===== src/sv/qte_pkg.sv =====
// shared constants, types and functions of the quaternion to euler unit
// no dependencies
`default_nettype none
package qte_pkg;
	localparam int CORDIC_STAGES = 16;
	localparam int TABLE_LEN = 24;
	localparam int QW = 16;
	localparam int THR_W = 15;
	localparam int PITCH_W = 15;
	localparam int ANG_W = 16;
	// datapath width of cordic x and y (q.28 values with growth)
	localparam int XYW = 36;
	// angle accumulator width, degrees with 20 fraction bits
	localparam int ACCW = 30;
	localparam int SQW = 29;
	localparam logic signed [XYW-1:0] ONE_Q28 = XYW'(64'sd268435456);
	localparam logic signed [ACCW-1:0] DEG180 = ACCW'(64'sd188743680);

	typedef logic signed [ACCW-1:0] acc_t;
	typedef logic signed [XYW-1:0] xy_t;

	// input transaction: unit quaternion in q1.14
	typedef struct packed {
		logic signed [QW-1:0] qx;
		logic signed [QW-1:0] qy;
		logic signed [QW-1:0] qz;
		logic signed [QW-1:0] qw;
	} quat_t;

	// output transaction: angles in 1/128 degree and flags
	typedef struct packed {
		logic signed [PITCH_W-1:0] pitch_angle;
		logic signed [ANG_W-1:0] yaw_angle;
		logic signed [ANG_W-1:0] roll_angle;
		logic gimbal_locked;
		logic sine_clamped;
	} euler_t;

	function automatic acc_t atan_lut(input logic [4:0] i);
		acc_t r;
		case (i)
			5'd0: r = 30'sd47185920;
			5'd1: r = 30'sd27855475;
			5'd2: r = 30'sd14718068;
			5'd3: r = 30'sd7471121;
			5'd4: r = 30'sd3750058;
			5'd5: r = 30'sd1876857;
			5'd6: r = 30'sd938658;
			5'd7: r = 30'sd469357;
			5'd8: r = 30'sd234682;
			5'd9: r = 30'sd117342;
			5'd10: r = 30'sd58671;
			5'd11: r = 30'sd29335;
			5'd12: r = 30'sd14668;
			5'd13: r = 30'sd7334;
			5'd14: r = 30'sd3667;
			5'd15: r = 30'sd1833;
			5'd16: r = 30'sd917;
			5'd17: r = 30'sd458;
			5'd18: r = 30'sd229;
			5'd19: r = 30'sd115;
			5'd20: r = 30'sd57;
			5'd21: r = 30'sd29;
			5'd22: r = 30'sd14;
			5'd23: r = 30'sd7;
			default: r = '0;
		endcase
		return r;
	endfunction

	// round half up to 1/128 degree and saturate
	function automatic logic signed [ANG_W-1:0] to_units(input acc_t a,
			input logic signed [ANG_W-1:0] lim);
		logic signed [ACCW:0] t;
		logic signed [ACCW-13:0] u;
		t = {a[ACCW-1], a} + (ACCW+1)'(4096);
		u = t[ACCW:13];
		if (u > (ACCW-12)'(lim)) return lim;
		if (u < -(ACCW-12)'(lim)) return -lim;
		return ANG_W'(u);
	endfunction
endpackage
`default_nettype wire


===== src/sv/qte_cordic.sv =====
// pipelined cordic vectoring atan2, one stage per rotation
// depends on qte_pkg
`default_nettype none
module qte_cordic #(
	parameter int STAGES = qte_pkg::CORDIC_STAGES,
	parameter int TW = 4
) (
	input wire logic clk,
	input wire logic en,
	input wire qte_pkg::xy_t y_in,
	input wire qte_pkg::xy_t x_in,
	input wire logic [TW-1:0] tag_in,
	output qte_pkg::acc_t ang_out,
	output logic [TW-1:0] tag_out
);
	localparam int N = (STAGES < qte_pkg::TABLE_LEN) ? STAGES : qte_pkg::TABLE_LEN;
	qte_pkg::xy_t x_s [0:N];
	qte_pkg::xy_t y_s [0:N];
	qte_pkg::acc_t a_s [0:N];
	logic zero_s [0:N];
	logic [TW-1:0] tag_s [0:N];

	// pre-rotation into the right half plane
	always_ff @(posedge clk) begin
		if (en) begin
			zero_s[0] <= (x_in == '0) && (y_in == '0);
			tag_s[0] <= tag_in;
			if (x_in[qte_pkg::XYW-1]) begin
				x_s[0] <= -x_in;
				y_s[0] <= -y_in;
				a_s[0] <= y_in[qte_pkg::XYW-1] ? -qte_pkg::DEG180 : qte_pkg::DEG180;
			end else begin
				x_s[0] <= x_in;
				y_s[0] <= y_in;
				a_s[0] <= '0;
			end
		end
	end

	// rotation stages
	for (genvar i = 0; i < N; i++) begin : g_st
		always_ff @(posedge clk) begin
			if (en) begin
				zero_s[i+1] <= zero_s[i];
				tag_s[i+1] <= tag_s[i];
				if (!y_s[i][qte_pkg::XYW-1]) begin
					x_s[i+1] <= x_s[i] + (y_s[i] >>> i);
					y_s[i+1] <= y_s[i] - (x_s[i] >>> i);
					a_s[i+1] <= a_s[i] + qte_pkg::atan_lut(5'(i));
				end else begin
					x_s[i+1] <= x_s[i] - (y_s[i] >>> i);
					y_s[i+1] <= y_s[i] + (x_s[i] >>> i);
					a_s[i+1] <= a_s[i] - qte_pkg::atan_lut(5'(i));
				end
			end
		end
	end

	assign ang_out = zero_s[N] ? '0 : a_s[N];
	assign tag_out = tag_s[N];
endmodule
`default_nettype wire


===== config.mk =====
export PLATFORM = sky130hd
export DESIGN_NAME = qte_cordic
export DESIGN_NICKNAME = d
export VERILOG_FILES = /design/src/sv/qte_pkg.sv /design/src/sv/qte_cordic.sv
export SDC_FILE = /design/constraint.sdc
export NUM_CORES = 2
export LEC_CHECK = 0
export BUFFER_PORTS_ARGS = -buffer_cell sky130_fd_sc_hd__buf_4
export CORE_MARGIN = 1.5
export CORE_UTILIZATION = 40
export DETAILED_ROUTE_END_ITERATION = 8
export GPL_TIMING_DRIVEN = 1
export PLACE_DENSITY = 0.55
export SLEW_MARGIN = 25
export SYNTH_ARGS = -nofsm -noshare
export SYNTH_HDL_FRONTEND = slang
export SYNTH_SLANG_ARGS = --single-unit

===== constraint.sdc =====
create_clock -name clk -period 8.45 [get_ports clk]
set_input_delay 2.1125 -clock clk [delete_from_list [all_inputs] [get_ports clk]]
set_output_delay 2.1125 -clock clk [all_outputs]
set_load 0.05 [all_outputs]

==> impl_metrics.py <==
metrics = {
    "timing": {
        "maxSlewHeadroom_pct": 32.30,
        "rsz0062_at_grt": "no",
        "clock_skew_ns": 0.05390,
        "tightest_slew_ns": 1.016,
        "fin_tns_setup_ns": 0,
        "setup_viol": 0,
        "min_period_ns": 6.445,
        "maxSlewViolCount": 0,
        "fmax_mhz": 155.2,
        "finalHoldViolCount": 0,
        "fin_crit_sh_pct": 76.27,
    },
    "logic_synthesis": {
        "synth.yosys.seq_area_share_pct": 35.79,
        "synthSimpleGateAreaFrac_pct": 13.32,
        "yosys_warnings": 0,
        "synth_fa_ha_area_share_pct": 14.71,
        "syn-num-nets": 15409,
        "ys_ff_latch": 1580,
        "synthFlopType": "edfxtp_1",
        "synth_top_family_by_area": "compound AO/OA/AOI/OAI gates",
        "synthMuxAreaShare_pct": 0.5220,
        "netlist_area_mm2": 0.1326,
        "synthCells": 13800,
        "synth-edff-count": 1580,
        "synth_cell_types": 100,
        "synth_compound_area_share_pct": 19.84,
        "async_reset_ff_share_pct": 0,
        "synth.avg_cell_area_um2": 9.605,
        "synth_xor_area_share_pct": 13.38,
    },
    "critical_path": {
        "path_cells": "buf_16, nand2_1, inv_2, a21oi_1, xor2_1, ha_1, a21oi_1, nand2_1, a31oi_1, o31ai_1, o22ai_1, a41oi_1, a221oi_1, nor3_1, nor4_1, o21bai_1, a21oi_1, xnor2_1",
        "end_kind": "flip-flop",
        "worstPathRequired_ns": 9.08,
        "cp_max_fo": 70,
        "r2r_cells": 19,
        "cp_common_cell": "a21oi_1",
        "cp-start-kind": "primary input",
        "r2r_slack_ns": 2.79,
        "worst_path_largest_cell_delay_ns": 0.89,
        "arrival_ns": 7.07,
        "slowest_stage": "a221oi_1",
        "timing.rr.end": "x_s[7][33]",
        "setup.worst_path.class": "in -> reg",
        "r2r_start": "y_s[6][10]",
    },
    "min_path": {
        "hold_path.startpoint": "tag_s[0][13]",
        "min_delay_worst_endpoint": "tag_s[0][17]",
        "worstHoldPathCells": 0,
        "holdCritPathClass": "reg -> reg",
    },
    "placement": {
        "dp.cells": 18088,
        "place_area_mm2": 0.1385,
        "port_buffers": 110,
        "hpwl_mm": 282.6,
        "gp_congestion": 0.9094,
    },
    "cts": {
        "cts-buffers-inserted": 191,
        "cts.path.max_buffers": 4,
        "clock_latency_ns": 0.88,
        "tritoncts": "built",
        "root_buffer": "clkbuf_16",
        "numClockSinks": 1580,
        "post-cts-setup-buffers": 0,
        "clk_pin_slew_ns": 0.06,
        "cts-htree-levels": 4,
        "hold_buffers": 0,
        "ctsResizeCount": 0,
    },
    "final_layout": {
        "multi_input_area_mm2": 0.08191,
        "syn2layout_area_growth_pct": 9.101,
        "seq_area_mm2": 0.04745,
        "fillers": 32165,
        "drive_above_1_share_pct": 4.396,
        "fin_area_mm2": 0.1446,
        "instances_no_fill": 18426,
        "nNetsFinal": 15525,
    },
    "floorplanning": {
        "die-width_um": 578.7,
        "row_count": 211,
        "dieHeight_um": 578.7,
        "io_pins": 112,
        "start_util_pct": 40.17,
        "dieArea_mm2": 0.3348,
        "coreArea_mm2": 0.3300,
    },
    "routing": {
        "routed-via-count": 101749,
        "wire_per_inst_um": 19.20,
        "avgViaCountPerCell": 5.522,
        "routed_wl_mm": 353.8,
        "antenna_left": 0,
        "first_pass_iters": 6,
        "drc": 0,
        "drt_iter0_markers": 6348,
    },
    "grt": {
        "grt_use_total_pct": 20.52,
        "grt_pass1_wl_mm": 550.8,
        "antenna_found_initial": 7,
        "grt_start_max_net_pins": 192,
        "grt_pass1_vias": 96647,
        "grt_overflow": 0,
    },
    "flow_run": {
        "drv_cap": 0,
    },
    "status": {
        "status": "finished clean",
    },
}
cells in the final DEF (no fill, tap or decap), types with 186 or more instances in the layout:
cell,instances
xnor2_1,1289
ha_1,1485
nor2b_1,285
clkbuf_16,192
nand2b_1,281
xor2_1,736
o21bai_1,186
nand2_1,803
o21a_1,195
nor2_1,1043
inv_1,566
nor3_1,303
nand3_1,206
a21o_1,591
edfxtp_1,1580
o21ai_0,779
a21oi_1,1349
cells in the mapped netlist (46+ instances only):
master / count / area (um2)
o21bai_1: 186 / 1396
nor4_1: 105 / 656.9
nand2_1: 805 / 3022
nor2b_1: 286 / 1789
and3_1: 104 / 650.6
o21ai_0: 779 / 3899
or4_1: 59 / 442.9
mux2i_1: 50 / 500.5
nor3_1: 303 / 1516
nor2_1: 1043 / 3915
o21a_1: 195 / 1464
a21o_1: 591 / 4437
nand4_1: 87 / 544.3
a31oi_1: 126 / 788.3
ha_1: 1485 / 18580
or2_2: 57 / 356.6
xor2_1: 736 / 6446
and2_1: 54 / 337.8
nand2b_1: 281 / 1758
clkbuf_1: 230 / 863.3
o31ai_1: 171 / 1284
inv_1: 569 / 2136
fa_1: 46 / 920.9
nand3_1: 206 / 1031
o41ai_1: 115 / 1007
edfxtp_1: 1580 / 47450
a21oi_1: 1349 / 6751
or3_1: 104 / 650.6
xnor2_1: 1289 / 11290
a211oi_1: 96 / 720.7
o211ai_1: 54 / 405.4
cell type report:
cell class,instances,share of cell area (%)
diodes,1,0.001730
multi-input cells,11371,56.64
flip-flops and latches,1580,32.81
clock buffers,224,3.405
well taps,4366,3.777
inverters,581,1.508
repair buffers,191,1.043
clock inverters,112,0.8159
flip-flops by register name, summed over array words and instances (netlist names):
name / flops
x_s: 525
a_s: 429
zero_s: 17
tag_s: 68
y_s: 541
per-stage QoR:
stage	worst slack, ns	hold slack (ns)	utilization (%)
after floorplan	1.678	0.4003	-
after global placement	1.230	0.4002	41.96
after detailed placement	1.216	0.4045	41.96
after CTS	2.157	0.4177	43.81
after global routing	1.615	0.4233	43.82
final	2.005	0.4148	43.82
worst max-delay path: cells and delay by family:
family	cells	cell delay, ns
adders and majority gates	1	0.35
and+or+nand+nor	4	1.00
buffers and inverters	2	0.76
xor gates and xnor gates	2	0.24
AOI/OAI and AO/OA	9	2.47
routing by layer:
metal,GRT usage [%],vias to the layer above,part of all wire [%]
met5,0,-,0
met4,5.618,0,2.9
met3,2.358,446,3.9
met2,35.29,1850,48
met1,27.14,48138,46
li1,-,51315,-
worst max path at each step:
stage | start | to | slack [ns]
5_1_grt | en | y_s[12][33] | 1.62
3_3_place_gp | en | y_s[12][33] | 1.23
6_report | en | y_s[12][33] | 2.01
4_1_cts | en | y_s[12][33] | 2.16
2_1_floorplan | en | y_s[9][33] | 1.68
3_5_place_dp | en | y_s[12][33] | 1.22
kinds of logic (layout without fill, tap and decap cells):
group                      after synthesis  count (layout)
adders and majority gates             1531            1531
muxes                                   67              67
other                                    1               2
xor gates and xnor gates              2025            2025
buffers and inverters                  849            1108
AOI/OAI and AO/OA                     4134            4134
DFF                                   1580            1580
and+or+nand+nor                       3613            3613
Power is left out: the tool's default activity adds up to more than one toggle a clock period on the data nets, which glitch-free logic cannot reach.
